<file path="config.mk">
export PLATFORM = sky130hd
export DESIGN_NAME = vfc_queue
export DESIGN_NICKNAME = d
export VERILOG_FILES = /design/src/rtl/vfc_pkg.sv /design/src/rtl/vfc_queue.sv
export SDC_FILE = /design/constraint.sdc
export NUM_CORES = 1
export LEC_CHECK = 0
export ABC_AREA = 0
export BUFFER_PORTS_ARGS = -buffer_cell sky130_fd_sc_hd__buf_4
export CORE_ASPECT_RATIO = 0.7
export CORE_MARGIN = 4
export CORE_UTILIZATION = 45
export CTS_BUF_LIST = sky130_fd_sc_hd__clkbuf_16
export CTS_CLUSTER_DIAMETER = 120
export DETAILED_ROUTE_END_ITERATION = 10
export PLACE_DENSITY = 0.74
export SETUP_SLACK_MARGIN = 0.1
export SLEW_MARGIN = 15
export SYNTH_ARGS = -nofsm -noshare
export SYNTH_HDL_FRONTEND = slang
export SYNTH_SLANG_ARGS = --single-unit
export TNS_END_PERCENT = 100
</file>
<file path="constraint.sdc">
create_clock -name clk -period 3.28 [get_ports clk]
set_clock_uncertainty 0.15 [all_clocks]
set_input_delay 0.656 -clock clk [delete_from_list [all_inputs] [get_ports clk]]
set_output_delay 0.656 -clock clk [all_outputs]
set_load 0.05 [all_outputs]
</file>
<file path="src/rtl/vfc_pkg.sv">
// shared types and constants for the voxel face visibility cull unit
// no dependencies; imported by every module of the block
package vfc_pkg;

  // input field widths and tdata offsets, lowest field first
  localparam int POS_X_W      = 4;
  localparam int POS_Y_W      = 8;
  localparam int POS_Z_W      = 4;
  localparam int BTYPE_W      = 12;
  localparam int POS_X_LSB    = 0;
  localparam int POS_Y_LSB    = POS_X_LSB + POS_X_W;
  localparam int POS_Z_LSB    = POS_Y_LSB + POS_Y_W;
  localparam int BTYPE_LSB    = POS_Z_LSB + POS_Z_W;
  localparam int OPAQUE_BIT   = BTYPE_LSB + BTYPE_W;
  localparam int IN_TDATA_W   = 32;

  // result field widths
  localparam int FACE_W       = 6;
  localparam int CTYPE_W      = 12;
  localparam int OUT_FIELDS_W = FACE_W + CTYPE_W;
  localparam int OUT_TDATA_W  = 24;
  localparam int OUT_PAD_W    = OUT_TDATA_W - OUT_FIELDS_W;

  // command queue between front and back
  localparam int QUEUE_DEPTH  = 2;

  // tuser function codes
  localparam logic FUNC_WRITE = 1'b0;
  localparam logic FUNC_QUERY = 1'b1;

  localparam logic [FACE_W-1:0] FACE_ALL = '1;

  typedef enum logic [1:0] {
    CMD_WRITE,
    CMD_QUERY,
    CMD_QUERY_OUT
  } cmd_kind_t;

  typedef struct packed {
    cmd_kind_t            kind;
    logic [POS_X_W-1:0]   x;
    logic [POS_Y_W-1:0]   y;
    logic [POS_Z_W-1:0]   z;
    logic [BTYPE_W-1:0]   btype;
    logic                 opaque;
  } cmd_t;

  // read order of a query: own cell then the six neighbors
  typedef enum logic [2:0] {
    STEP_SELF,
    STEP_UP,
    STEP_DOWN,
    STEP_EAST,
    STEP_WEST,
    STEP_SOUTH,
    STEP_NORTH
  } step_t;

  typedef enum logic [1:0] {
    BK_IDLE,
    BK_READ,
    BK_FINISH
  } bk_state_t;

  typedef struct packed {
    logic pop;
    logic emit;
  } bk_stat_t;

endpackage

</file>
<file path="src/rtl/vfc_queue.sv">
// short command queue that decouples the front end from the store sequencer
// depends on vfc_pkg for the command type and depth
module vfc_queue
  import vfc_pkg::*;
(
  input  logic clk,
  input  logic rst_n,
  input  logic push,
  input  cmd_t push_cmd,
  input  logic pop,
  output cmd_t head,
  output logic valid,
  output logic full
);

  localparam int PTR_W = (QUEUE_DEPTH > 1) ? $clog2(QUEUE_DEPTH) : 1;
  localparam int CNT_W = $clog2(QUEUE_DEPTH + 1);
  localparam logic [PTR_W-1:0] LAST_PTR = PTR_W'(QUEUE_DEPTH - 1);
  localparam logic [CNT_W-1:0] FULL_CNT = CNT_W'(QUEUE_DEPTH);

  cmd_t             slot_r [QUEUE_DEPTH];
  logic [PTR_W-1:0] wr_ptr_r, wr_ptr_nxt;
  logic [PTR_W-1:0] rd_ptr_r, rd_ptr_nxt;
  logic [CNT_W-1:0] cnt_r, cnt_nxt;

  always_comb begin
    wr_ptr_nxt = wr_ptr_r;
    rd_ptr_nxt = rd_ptr_r;
    cnt_nxt    = cnt_r;
    if (push) begin
      wr_ptr_nxt = (wr_ptr_r == LAST_PTR) ? '0 : wr_ptr_r + 1'b1;
    end
    if (pop) begin
      rd_ptr_nxt = (rd_ptr_r == LAST_PTR) ? '0 : rd_ptr_r + 1'b1;
    end
    if (push && !pop) begin
      cnt_nxt = cnt_r + 1'b1;
    end else if (pop && !push) begin
      cnt_nxt = cnt_r - 1'b1;
    end
  end

  always_ff @(posedge clk) begin
    if (!rst_n) begin
      wr_ptr_r <= '0;
      rd_ptr_r <= '0;
      cnt_r    <= '0;
    end else begin
      wr_ptr_r <= wr_ptr_nxt;
      rd_ptr_r <= rd_ptr_nxt;
      cnt_r    <= cnt_nxt;
    end
  end

  always_ff @(posedge clk) begin
    if (push) begin
      slot_r[wr_ptr_r] <= push_cmd;
    end
  end

  assign head  = slot_r[rd_ptr_r];
  assign valid = (cnt_r != '0);
  assign full  = (cnt_r == FULL_CNT);

endmodule

</file>
Yosys cells after proc, flatten, opt, wreduce, memory -nomap -nowiden
Memory sizes are Yosys's and may differ from the RTL's. A register that Yosys moved wholly into a read port is not among the register bits.
Cells that the tools add are included.
W data, S select, Z words.
Storage, ports and cells
  input bits: 35
  logic and storage cells: 23
  memories kept: 1
  memory bits (writable): 62
  flip-flop bits (word level): 4
  output and inout bits: 33
Memories
  slot_r: depth 2, width 31, rd ports 1, clocked after memory_dff 1, write ports 1, line vfc_queue.sv:21  | cmd_t slot_r [QUEUE_DEPTH];
Cells by class
  reductions and logical operators: 6
  add/sub/neg operators: 4
  eq/ne operators: 1
  multiplexer cells: 8
Operators by type and width (number)
  $mux W1: 6
  $mux W2: 2
  $reduce_bool A2 Y1: 2
  $add A1 B1 Y1 const B: 2
  $add A2 B1 Y2 const B: 1
  $eq A2 B2 Y1 const B: 1
  $logic_and A1 B1 Y1: 2
  $logic_not A1 Y1: 2
  $sub A2 B1 Y2 const B: 1

Depth between registers and ports, before layout
Gate-level depths: netlist of run 1.
  depth in word-level cells: 4
  gate-level depth with buffers: 5

Worst setup path before layout of run 1
No wires, ideal clock.
  path type: input port to flip-flop
  start point: input port push
  end point: memory slot_r[0][0] in the netlist's numbering, enable pin
  stages on the path: 1
  library setup time: 0.424 ns
  setup slack: 0.614 ns
  data required time: 2.706 ns
  data arrival time: 2.092 ns
  path buffers: 0
  cells stage by stage: nor2b_1
On the way
  word-level cells in the longest chain between the ends: 2
RTL lines
  from (decl): line vfc_queue.sv:8  | input logic push,
  $mux W1: line vfc_queue.sv:56  | if (push) begin
  $mux W1 (implied by the code): line vfc_queue.sv:57  | slot_r[wr_ptr_r] <= push_cmd;
  to (decl): line vfc_queue.sv:21
Every way passes these cells.

==> results of run 1 <==
[worst max path at each step]
| stage | startpoint | end | slack, ps |
|---|---|---|---|
| after floorplan | push | slot_r[0][0]$_DFFE_PP_ | 610 |
| after global placement | flip-flop | head[2] | 1040 |
| after detailed placement | flip-flop | head[2] | 980 |
| after CTS | flip-flop | head[2] | 620 |
| after global routing | flip-flop | head[23] | 550 |
| final | flip-flop | head[30] | 680 |
[flip-flops by register name, indices dropped and copies added, names as in the netlist, named ones only]
| register | cells |
|---|---|
| wr_ptr_r | 1 |
| rd_ptr_r | 1 |
| cnt_r | 2 |
| slot_r | 62 |
[metrics by stage]
stage	utilization, %	cell area (um2)	worst slack, ps	hold slack (ps)
2_1_floorplan	-	2450	614	311
3_3_place_gp	58.2	3060	1040	324
3_5_place_dp	58.2	3060	982	384
4_1_cts	63.5	3340	619	357
5_1_grt	63.5	3340	552	360
6_report	63.5	3340	684	368
[cells in the final DEF, fill, tap and decap left out, drive strengths merged, types with 2 or more instances in the layout]
cell    count
mux2       31
dfxtp       5
nor2b       2
and2        4
edfxtp     62
xor2        2
buf        69
clkbuf      9
inv         3
clkinv      4
[cells by family (layout without fill, tap and decap cells)]
| logic type | after synthesis | in the layout | share of synthesized area [%] |
|---|---|---|---|
| mux | 31 | 31 | 14.3 |
| buf+inv | 4 | 86 | 0.767 |
| simple gates | 9 | 9 | 2.40 |
| compound gates | 3 | 3 | 0.818 |
| flops | 67 | 67 | 80.2 |
| fa+ha+maj | 1 | 1 | 0.511 |
| xor+xnor | 3 | 3 | 1.07 |
[power groups by stage]
stage	clock network, W	logic [W]	registers [W]
2_1_floorplan	0	0.000253	0.00101
3_3_place_gp	0	0.000368	0.00102
3_5_place_dp	0	0.000375	0.00102
4_1_cts	0.000900	0.000377	0.00101
5_1_grt	0.000942	0.000391	0.00101
6_report	0.000878	0.000372	0.00101
[metal layers]
| layer | up-vias | track usage [%] | part of all wire [%] |
|---|---|---|---|
| li1 | 607 | - | - |
| met1 | 640 | 17.0 | 39 |
| met2 | 53 | 22.9 | 51 |
| met3 | 8 | 6.40 | 8.7 |
| met4 | 0 | 6.62 | 1.3 |
| met5 | - | 0 | 0 |
[final cells by class]
class | count | area share [%]
sequential | 67 | 58.7
timing repair buffer | 69 | 15.9
multi-input combinational | 47 | 14.2
clock buffer | 9 | 6.74
tap | 72 | 2.70
clock inverter | 7 | 1.61
inverter | 1 | 0.112
==> run_summary.xml, run 1 <==
<?xml version="1.0" encoding="UTF-8"?>
<metrics>
  <group name="clock_network">
    <metric name="clkSinkCount" unit="">67</metric>
    <metric name="clock-root-buffer" unit="">sky130_fd_sc_hd__clkbuf_16</metric>
    <metric name="cts-hold-fix-buffers" unit="">0</metric>
    <metric name="cts_buffer_depth" unit="">2</metric>
    <metric name="worst_setup_hold_path_clk_slew" unit="ps">50</metric>
    <metric name="cts_tree" unit="">done</metric>
    <metric name="cts_made_buffers" unit="">9</metric>
    <metric name="cts.htree.levels" unit="">3</metric>
    <metric name="cts_setup_buffers" unit="">0</metric>
    <metric name="insertion_delay" unit="ps">320</metric>
    <metric name="ctsResizeCount" unit="">0</metric>
  </group>
  <group name="worst_setup_path">
    <metric name="crit_slowest_cell" unit="">sky130_fd_sc_hd__dfxtp_1</metric>
    <metric name="timing_worst_setup_path_type" unit="">reg2out</metric>
    <metric name="crit_buf_inv" unit="">2</metric>
    <metric name="worstReg2RegEnd" unit="">slot_r[1][23]$_DFFE_PP_</metric>
    <metric name="r2r-start" unit="">wr_ptr_r$_SDFFE_PN0P_</metric>
    <metric name="max_stage_delay" unit="ps">680</metric>
    <metric name="worst-path-stages" unit="">3</metric>
    <metric name="timing.reg2reg.setup_slack" unit="ps">1420</metric>
    <metric name="worstPathCellList" unit="">buf_12 &gt; mux2_2 &gt; buf_4</metric>
    <metric name="worst_setup_path_start_kind" unit="">flip-flop</metric>
    <metric name="r2r_cells" unit="">2</metric>
    <metric name="path_delay_family" unit="">flip-flops</metric>
    <metric name="timing.critical_path.to_type" unit="">output port</metric>
    <metric name="timing.critical_path.required" unit="ps">2470</metric>
    <metric name="worstPathArrival" unit="ps">1790</metric>
    <metric name="critical_path_peak_fanout" unit="">20</metric>
  </group>
  <group name="placement">
    <metric name="detailedPlacementHpwl" unit="um">3040</metric>
    <metric name="placedCellCount" unit="">256</metric>
    <metric name="io_buffer_count" unit="">67</metric>
    <metric name="gp_routability_congestion" unit="">0.715</metric>
  </group>
  <group name="sta">
    <metric name="worst-slew-pin-transition" unit="ps">926</metric>
    <metric name="min_period_over_period" unit="%">79.2</metric>
    <metric name="timing.final.hold_violations" unit="">0</metric>
    <metric name="relSlewSlack" unit="%">38.2</metric>
    <metric name="timing.fmax" unit="MHz">385</metric>
    <metric name="setup_viol" unit="">0</metric>
    <metric name="finalWorstPathRequiredPeriod" unit="ps">2600</metric>
    <metric name="final_max_slew_viol_count" unit="">0</metric>
    <metric name="setup_tns" unit="ps">0</metric>
    <metric name="grt_setup_unrepaired" unit="">no</metric>
  </group>
  <group name="route">
    <metric name="post_dr_vias_cell" unit="">4.81</metric>
    <metric name="totalWireLength" unit="um">4500</metric>
    <metric name="antenna_left" unit="">0</metric>
    <metric name="post_drt_wl_per_cell" unit="um">16.5</metric>
    <metric name="drt-initial-drc-count" unit="">60</metric>
    <metric name="drt_first_pass_iters" unit="">4</metric>
    <metric name="drc" unit="">0</metric>
    <metric name="num_vias" unit="">1308</metric>
  </group>
  <group name="global_routing">
    <metric name="grt_overflow" unit="">0</metric>
    <metric name="first_global_vias" unit="">1417</metric>
    <metric name="grt_usage" unit="%">14.5</metric>
    <metric name="pin_count_of_the_biggest_net_entering_global_routing" unit="">33</metric>
    <metric name="grt_first_pass_wirelength" unit="um">7040</metric>
    <metric name="number_of_antenna_violations_at_the_first_check_in_global_routing" unit="">0</metric>
  </group>
  <group name="final_layout">
    <metric name="n_fill_cell" unit="">401</metric>
    <metric name="post_route_cells_drive_above_1_share" unit="%">57.0</metric>
    <metric name="final-instance-count-excl-fill" unit="">272</metric>
    <metric name="finish.net_count" unit="">231</metric>
    <metric name="area.growth.synth_to_final" unit="%">36.5</metric>
    <metric name="ff_latch_area" unit="um2">1960</metric>
    <metric name="antennaDiodeCount" unit="">0</metric>
    <metric name="multiInputGateArea" unit="um2">474</metric>
  </group>
  <group name="floorplanning">
    <metric name="io_pins" unit="">68</metric>
    <metric name="initial_cell_density_of_the_core" unit="%">46.5</metric>
    <metric name="dieWidth" unit="um">96.1</metric>
    <metric name="design.die.area" unit="um2">6700</metric>
    <metric name="fp.coreArea" unit="um2">5260</metric>
    <metric name="die_y" unit="um">69.7</metric>
    <metric name="row_count" unit="">22</metric>
  </group>
  <group name="min_path">
    <metric name="whs_endpoint" unit="">slot_r[1][4]$_DFFE_PP_</metric>
    <metric name="worstHoldPathCells" unit="">1</metric>
    <metric name="hold_path_class" unit="">in2reg</metric>
    <metric name="holdCritStartpoint" unit="">push_cmd[4]</metric>
  </group>
  <group name="synthesis">
    <metric name="postSynthRegisterBits" unit="">67</metric>
    <metric name="yosysTopAreaCell" unit="">sky130_fd_sc_hd__edfxtp_1</metric>
    <metric name="yosys.cell_types.count" unit="">16</metric>
    <metric name="syn-num-nets" unit="">154</metric>
    <metric name="synth_ff_type" unit="">sky130_fd_sc_hd__edfxtp_1</metric>
    <metric name="synth_warn" unit="">0</metric>
    <metric name="async_flop_share" unit="%">0</metric>
    <metric name="synthMostInstantiatedCell" unit="">sky130_fd_sc_hd__edfxtp_1</metric>
    <metric name="yosysSeqAreaShare" unit="%">80.2</metric>
    <metric name="synthCells" unit="">118</metric>
    <metric name="yosys-top-cells-area" unit="">sky130_fd_sc_hd__edfxtp_1 (76%), sky130_fd_sc_hd__mux2_2 (14%), sky130_fd_sc_hd__dfxtp_1 (4.1%)</metric>
    <metric name="post_synth.cell_area_avg" unit="um2">20.7</metric>
    <metric name="netlist_top_cells_count" unit="">sky130_fd_sc_hd__edfxtp_1 (62), sky130_fd_sc_hd__mux2_2 (31), sky130_fd_sc_hd__dfxtp_1 (5)</metric>
    <metric name="post_synth_instance_area" unit="um2">2450</metric>
    <metric name="synth-edff-count" unit="">62</metric>
    <metric name="netlist.area_leader.share" unit="%">76.1</metric>
  </group>
  <group name="flow_run">
    <metric name="max_cap_violations" unit="">0</metric>
  </group>
  <group name="pwr">
    <metric name="power_switching" unit="W">0.000559</metric>
    <metric name="lkg_pwr" unit="nW">1.29</metric>
    <metric name="share_clk_of_total_power" unit="%">38.9</metric>
    <metric name="sw_frac_of_total" unit="%">24.8</metric>
    <metric name="total_power" unit="W">0.00226</metric>
    <metric name="intPower" unit="W">0.00170</metric>
    <metric name="pwr-share-comb" unit="%">16.5</metric>
    <metric name="power_density" unit="nW/um2">676</metric>
    <metric name="vdd_drop_max" unit="mV">0.381</metric>
    <metric name="power_frac_seq" unit="%">44.6</metric>
  </group>
  <group name="outcome">
    <metric name="outcome" unit="">finished clean</metric>
  </group>
</metrics>
Power figures use the tool's default switching activity.
==> run 2: changes to the inputs <==
==> constraint.sdc (replaced) <==
create_clock -name clk -period 2.52 [get_ports clk]
set_clock_uncertainty 0.15 [all_clocks]
set_input_delay 0.504 -clock clk [delete_from_list [all_inputs] [get_ports clk]]
set_output_delay 0.504 -clock clk [all_outputs]
set_load 0.05 [all_outputs]
==> run 2 against run 1 <==
Combinational power up 32%; utilization down 0.33 points; via count is essentially flat; wire length shrank 2.5%; cell count increased by 0.74%; global-route usage decreased by 0.48 points; non-clock buffer count up 3; first-iteration DRC count shrank 42%; power rose by 25%; count of clock-buffer cells in the layout stayed put; register-to-register slack got worse by 460 ps; die area unchanged; critical path type unchanged; critical endpoint is now head[20]; largest cell class unchanged.
==> run_summary.xml, run 2 (same netlist as run 1, synthesis figures left out) <==
<?xml version="1.0" encoding="UTF-8"?>
<metrics>
  <group name="outcome">
    <metric name="outcome" unit="">finished clean</metric>
  </group>
  <group name="worst_setup_path">
    <metric name="r2r-start" unit="">wr_ptr_r$_SDFFE_PN0P_</metric>
    <metric name="timing.critical_path.required" unit="ps">1870</metric>
    <metric name="timing_worst_setup_path_type" unit="">reg2out</metric>
    <metric name="worstReg2RegEnd" unit="">slot_r[1][5]$_DFFE_PP_</metric>
    <metric name="worstPathCellList" unit="">buf_4 &gt; mux2_2 &gt; buf_4</metric>
    <metric name="cp_common_cell" unit="">sky130_fd_sc_hd__buf_4</metric>
    <metric name="timing.reg2reg.setup_slack" unit="ps">960</metric>
    <metric name="critical_path_peak_fanout" unit="">16</metric>
    <metric name="timing.critical_path.to_type" unit="">output port</metric>
    <metric name="max_stage_delay" unit="ps">370</metric>
    <metric name="worst_setup_path_start_kind" unit="">flip-flop</metric>
    <metric name="crit_slowest_cell" unit="">sky130_fd_sc_hd__mux2_2</metric>
    <metric name="r2r_cells" unit="">2</metric>
    <metric name="worstPathArrival" unit="ps">1470</metric>
  </group>
  <group name="final_layout">
    <metric name="n_fill_cell" unit="">383</metric>
    <metric name="layout_common_cells" unit="">sky130_fd_sc_hd__buf_4 (72), sky130_fd_sc_hd__edfxtp_1 (62), sky130_fd_sc_hd__mux2_2 (31)</metric>
    <metric name="finish.net_count" unit="">234</metric>
    <metric name="post_route_cells_drive_above_1_share" unit="%">58.4</metric>
    <metric name="antennaDiodeCount" unit="">0</metric>
    <metric name="layout_commonest_cell" unit="">sky130_fd_sc_hd__buf_4</metric>
    <metric name="largestRegisters" unit="">slot_r (62), cnt_r (2)</metric>
    <metric name="registers.top_by_ff_count" unit="">slot_r</metric>
    <metric name="area.growth.synth_to_final" unit="%">35.7</metric>
    <metric name="largest_reg_flops" unit="">62</metric>
  </group>
  <group name="clock_network">
    <metric name="cts_buffer_depth" unit="">2</metric>
    <metric name="insertion_delay" unit="ps">310</metric>
    <metric name="cts_tree" unit="">done</metric>
    <metric name="ctsResizeCount" unit="">0</metric>
    <metric name="cts_setup_buffers" unit="">0</metric>
    <metric name="clkSinkCount" unit="">67</metric>
    <metric name="cts.htree.levels" unit="">3</metric>
    <metric name="clock-root-buffer" unit="">sky130_fd_sc_hd__clkbuf_16</metric>
    <metric name="worst_setup_hold_path_clk_slew" unit="ps">50</metric>
    <metric name="cts_made_buffers" unit="">9</metric>
    <metric name="cts-hold-fix-buffers" unit="">0</metric>
  </group>
  <group name="flow_run">
    <metric name="max_cap_violations" unit="">0</metric>
  </group>
  <group name="route">
    <metric name="antenna_left" unit="">0</metric>
    <metric name="drt_first_pass_iters" unit="">4</metric>
    <metric name="drc" unit="">0</metric>
    <metric name="num_vias" unit="">1309</metric>
    <metric name="post_drt_wl_per_cell" unit="um">16.0</metric>
    <metric name="totalWireLength" unit="um">4380</metric>
    <metric name="drt-initial-drc-count" unit="">35</metric>
    <metric name="post_dr_vias_cell" unit="">4.78</metric>
  </group>
  <group name="sta">
    <metric name="final_max_slew_viol_count" unit="">0</metric>
    <metric name="setup_viol" unit="">0</metric>
    <metric name="timing.fmax" unit="MHz">471</metric>
    <metric name="min_period_over_period" unit="%">84.2</metric>
    <metric name="setup_tns" unit="ps">0</metric>
    <metric name="relSlewSlack" unit="%">71.8</metric>
    <metric name="timing.final.hold_violations" unit="">0</metric>
    <metric name="finalWorstPathRequiredPeriod" unit="ps">2120</metric>
    <metric name="worst_slack" unit="ps">398</metric>
    <metric name="worst-slew-pin-transition" unit="ps">422</metric>
    <metric name="grt_setup_unrepaired" unit="">no</metric>
  </group>
  <group name="floorplanning">
    <metric name="die_y" unit="um">69.7</metric>
    <metric name="io_pins" unit="">68</metric>
    <metric name="design.die.area" unit="um2">6700</metric>
    <metric name="dieWidth" unit="um">96.1</metric>
    <metric name="fp.coreArea" unit="um2">5260</metric>
    <metric name="row_count" unit="">22</metric>
    <metric name="initial_cell_density_of_the_core" unit="%">46.5</metric>
  </group>
  <group name="global_routing">
    <metric name="grt_first_pass_wirelength" unit="um">6910</metric>
    <metric name="pin_count_of_the_biggest_net_entering_global_routing" unit="">33</metric>
    <metric name="grt_usage" unit="%">14.1</metric>
    <metric name="number_of_antenna_violations_at_the_first_check_in_global_routing" unit="">0</metric>
    <metric name="grt_overflow" unit="">0</metric>
    <metric name="first_global_vias" unit="">1444</metric>
  </group>
  <group name="min_path">
    <metric name="worstHoldPathCells" unit="">1</metric>
    <metric name="whs_endpoint" unit="">slot_r[1][8]$_DFFE_PP_</metric>
    <metric name="hold_path_class" unit="">in2reg</metric>
    <metric name="holdCritStartpoint" unit="">push_cmd[8]</metric>
  </group>
  <group name="placement">
    <metric name="detailedPlacementHpwl" unit="um">3160</metric>
    <metric name="io_buffer_count" unit="">67</metric>
    <metric name="gp_routability_congestion" unit="">0.646</metric>
    <metric name="dpl_worst_slack" unit="ps">727</metric>
  </group>
  <group name="pwr">
    <metric name="power_density" unit="nW/um2">849</metric>
    <metric name="total_power" unit="W">0.00282</metric>
    <metric name="lkg_pwr" unit="nW">1.29</metric>
    <metric name="vdd_drop_max" unit="mV">0.482</metric>
  </group>
</metrics>
[run 2: metrics by stage]
| stage | utilization [%] | cell area [um2] | hold WS, ps | instances |
|---|---|---|---|---|
| 6_report | 63.2 | 3320 | 223 | 274 |
| 5_1_grt | 63.2 | 3320 | 210 | 274 |
| 4_1_cts | 63.2 | 3320 | 212 | 274 |
| 3_5_place_dp | 58.4 | 3070 | 349 | 259 |
| 3_3_place_gp | 58.4 | 3070 | 326 | 259 |
| 2_1_floorplan | - | 2450 | 311 | 118 |
[run 2: worst max-delay path by stage]
stage,start,end,slack [ps]
2_1_floorplan,push,slot_r[0][0]$_DFFE_PP_,590
3_3_place_gp,flip-flop,head[22],750
3_5_place_dp,flip-flop,head[20],730
4_1_cts,flip-flop,head[20],370
5_1_grt,flip-flop,head[20],340
6_report,flip-flop,head[20],400
[run 2: power breakdown]
group	switching [W]	internal, W	leakage (nW)
clock	0.000384	0.000641	0.135
combinational	0.000309	0.000181	0.529
sequential	0.0000195	0.00129	0.623
total	0.000712	0.00211	1.29
[run 2: final cells by class]
| class | count | area, um2 | area share, % |
|---|---|---|---|
| flip-flops and latches | 67 | 1960 | 59.1 |
| repair buffers | 72 | 541 | 16.3 |
| multi-input cells | 47 | 474 | 14.3 |
| clock buffers | 9 | 225 | 6.78 |
| well taps | 72 | 90.1 | 2.71 |
| clock inverters | 6 | 26.3 | 0.791 |
| inverters | 1 | 3.75 | 0.113 |
[run 2: critical path, delay by kind of cell (launching register included)]
kind / cells / cell delay [ps]
buffers and inverters: 2 / 440
muxes: 1 / 370
DFF: 1 / 330
[run 2: metal layers]
metal | vias up | GRT usage [%] | part of all wire [%]
met3 | 2 | 7.48 | 9.8
met2 | 54 | 23.9 | 53
met4 | 0 | 3.31 | 0.30
li1 | 615 | - | -
met5 | - | 0 | 0
met1 | 638 | 15.2 | 37
==> run 3: changes to the inputs <==
==> constraint.sdc (replaced) <==
create_clock -name clk -period 2.16 [get_ports clk]
set_clock_uncertainty 0.15 [all_clocks]
set_input_delay 0.432 -clock clk [delete_from_list [all_inputs] [get_ports clk]]
set_output_delay 0.432 -clock clk [all_outputs]
set_load 0.05 [all_outputs]
==> run 3 against run 2 <==
Sequential share of layout area decreased by 1.2 points; first-iteration DRC count up 69%; setup slack got worse by 210 ps; global-route usage is 0.27 points higher; cell area rose by 2.2%; power up 22%; register-to-register slack got worse by 180 ps; critical endpoint is now head[11]; wire length fell by 4.4%.
==> run_summary.xml, run 3 (same netlist as run 1, synthesis figures left out) <==
<?xml version="1.0" encoding="UTF-8"?>
<metrics>
  <group name="placement">
    <metric name="detailedPlacementHpwl" unit="um">2930</metric>
    <metric name="gp_routability_congestion" unit="">0.655</metric>
    <metric name="io_buffer_count" unit="">67</metric>
  </group>
  <group name="sta">
    <metric name="final_max_slew_viol_count" unit="">0</metric>
    <metric name="relSlewSlack" unit="%">74.3</metric>
    <metric name="timing.final.hold_violations" unit="">0</metric>
    <metric name="timing.fmax" unit="MHz">506</metric>
    <metric name="min_period_over_period" unit="%">91.5</metric>
    <metric name="finalWorstPathRequiredPeriod" unit="ps">1980</metric>
    <metric name="worst-slew-pin-transition" unit="ps">385</metric>
    <metric name="grt_setup_unrepaired" unit="">no</metric>
    <metric name="setup_viol" unit="">0</metric>
    <metric name="setup_tns" unit="ps">0</metric>
  </group>
  <group name="outcome">
    <metric name="outcome" unit="">finished clean</metric>
  </group>
  <group name="worst_setup_path">
    <metric name="worstPathCellList" unit="">buf_12 &gt; mux2_2 &gt; buf_4</metric>
    <metric name="crit_buf_inv" unit="">2</metric>
    <metric name="worst_setup_path_start_kind" unit="">flip-flop</metric>
    <metric name="timing.critical_path.to_type" unit="">output port</metric>
    <metric name="worstPathArrival" unit="ps">1390</metric>
    <metric name="timing.critical_path.required" unit="ps">1580</metric>
    <metric name="timing.reg2reg.setup_slack" unit="ps">780</metric>
    <metric name="path_delay_family" unit="">flip-flops</metric>
    <metric name="r2r_cells" unit="">2</metric>
    <metric name="r2r-start" unit="">wr_ptr_r$_SDFFE_PN0P_</metric>
    <metric name="critical_path_peak_fanout" unit="">17</metric>
    <metric name="timing_worst_setup_path_type" unit="">reg2out</metric>
    <metric name="max_stage_delay" unit="ps">360</metric>
    <metric name="crit_slowest_cell" unit="">sky130_fd_sc_hd__dfxtp_2</metric>
    <metric name="worstReg2RegEnd" unit="">slot_r[0][5]$_DFFE_PP_</metric>
  </group>
  <group name="final_layout">
    <metric name="finish.net_count" unit="">235</metric>
    <metric name="layout_commonest_cell" unit="">sky130_fd_sc_hd__buf_4</metric>
    <metric name="layout_common_cells" unit="">sky130_fd_sc_hd__buf_4 (70), sky130_fd_sc_hd__edfxtp_1 (62), sky130_fd_sc_hd__mux2_2 (31)</metric>
    <metric name="area.growth.synth_to_final" unit="%">38.7</metric>
    <metric name="largest_reg_flops" unit="">62</metric>
    <metric name="registers.top_by_ff_count" unit="">slot_r</metric>
    <metric name="largestRegisters" unit="">slot_r (62), cnt_r (2)</metric>
    <metric name="post_route_cells_drive_above_1_share" unit="%">59.3</metric>
    <metric name="antennaDiodeCount" unit="">0</metric>
  </group>
  <group name="clock_network">
    <metric name="cts_made_buffers" unit="">9</metric>
    <metric name="clock-root-buffer" unit="">sky130_fd_sc_hd__clkbuf_16</metric>
    <metric name="cts.htree.levels" unit="">3</metric>
    <metric name="insertion_delay" unit="ps">320</metric>
    <metric name="worst_setup_hold_path_clk_slew" unit="ps">50</metric>
    <metric name="clkSinkCount" unit="">67</metric>
    <metric name="cts_buffer_depth" unit="">2</metric>
    <metric name="cts_tree" unit="">done</metric>
  </group>
  <group name="pwr">
    <metric name="power_density" unit="nW/um2">1020</metric>
    <metric name="total_power" unit="W">0.00345</metric>
    <metric name="vdd_drop_max" unit="mV">0.710</metric>
    <metric name="lkg_pwr" unit="nW">1.31</metric>
  </group>
  <group name="route">
    <metric name="post_drt_wl_per_cell" unit="um">15.2</metric>
    <metric name="drt-initial-drc-count" unit="">59</metric>
    <metric name="num_vias" unit="">1281</metric>
    <metric name="post_dr_vias_cell" unit="">4.64</metric>
    <metric name="antenna_left" unit="">0</metric>
    <metric name="drc" unit="">0</metric>
    <metric name="totalWireLength" unit="um">4190</metric>
    <metric name="drt_first_pass_iters" unit="">4</metric>
  </group>
  <group name="floorplanning">
    <metric name="row_count" unit="">22</metric>
    <metric name="initial_cell_density_of_the_core" unit="%">46.5</metric>
    <metric name="fp.coreArea" unit="um2">5260</metric>
    <metric name="io_pins" unit="">68</metric>
    <metric name="die_y" unit="um">69.7</metric>
    <metric name="design.die.area" unit="um2">6700</metric>
    <metric name="dieWidth" unit="um">96.1</metric>
  </group>
  <group name="global_routing">
    <metric name="grt_overflow" unit="">0</metric>
    <metric name="pin_count_of_the_biggest_net_entering_global_routing" unit="">22</metric>
    <metric name="grt_usage" unit="%">14.3</metric>
    <metric name="number_of_antenna_violations_at_the_first_check_in_global_routing" unit="">0</metric>
    <metric name="grt_first_pass_wirelength" unit="um">6940</metric>
    <metric name="first_global_vias" unit="">1416</metric>
  </group>
  <group name="min_path">
    <metric name="holdCritStartpoint" unit="">push_cmd[16]</metric>
    <metric name="whs_endpoint" unit="">slot_r[0][16]$_DFFE_PP_</metric>
    <metric name="worstHoldPathCells" unit="">1</metric>
    <metric name="hold_path_class" unit="">in2reg</metric>
  </group>
  <group name="flow_run">
    <metric name="max_cap_violations" unit="">0</metric>
  </group>
</metrics>
[run 3: metrics by stage]
stage               instance area (um2)  util (%)  setup WS (ps)  hold WS (ps)  std cells
global route                       3390      64.6            120           126        276
finish                             3390      64.6            184           144        276
CTS                                3380      64.4            108           130        276
floorplan                          2450         -            306           311        118
global placement                   3090      58.8            434           323        260
detailed placement                 3090      58.8            394           387        260
[run 3: area by class of cell]
| cell class | instances | area, um2 |
|---|---|---|
| tap | 72 | 90.1 |
| multi-input combinational | 47 | 474 |
| clock inverter | 7 | 61.3 |
| inverter | 1 | 3.75 |
| fill | 377 | 1860 |
| clock buffer | 9 | 225 |
| sequential | 67 | 1960 |
| timing repair buffer | 73 | 577 |
[run 3: where the power goes]
group	switching, W	internal [W]	leakage, nW
Clock	0.000471	0.000876	0.141
Combinational	0.000358	0.000223	0.543
Sequential	0.0000231	0.00150	0.624
[run 3: what timing repair did]
| item | 4_1_cts | 5_1_grt |
|---|---|---|
| setup endpoints to repair | 17 | 26 |
| endpoints found under the hold margin | 0 | 0 |
| hold buffers | 0 | 0 |
| gates cloned | 0 | 0 |
| buffers inserted | 0 | 0 |
| gates resized for setup | 2 | 3 |
[run 3: how the worst max path moves through the flow]
stage              start                      to  slack (ps)  depth (start not counted)
2_1_floorplan       push  slot_r[0][0]$_DFFE_PP_         310                          1
3_3_place_gp   flip-flop                 head[6]         430                          3
3_5_place_dp   flip-flop                 head[6]         390                          3
4_1_cts        flip-flop                head[24]         110                          3
5_1_grt        flip-flop                 head[3]         120                          3
6_report       flip-flop                head[11]         180                          3
[run 3: layer usage]
layer | up-vias | GRT usage [%] | part of all wire (%)
met4 | 0 | 5.68 | 0.98
li1 | 617 | - | -
met1 | 610 | 16.2 | 38
met2 | 48 | 22.3 | 51
met5 | - | 0 | 0
met3 | 6 | 7.92 | 10
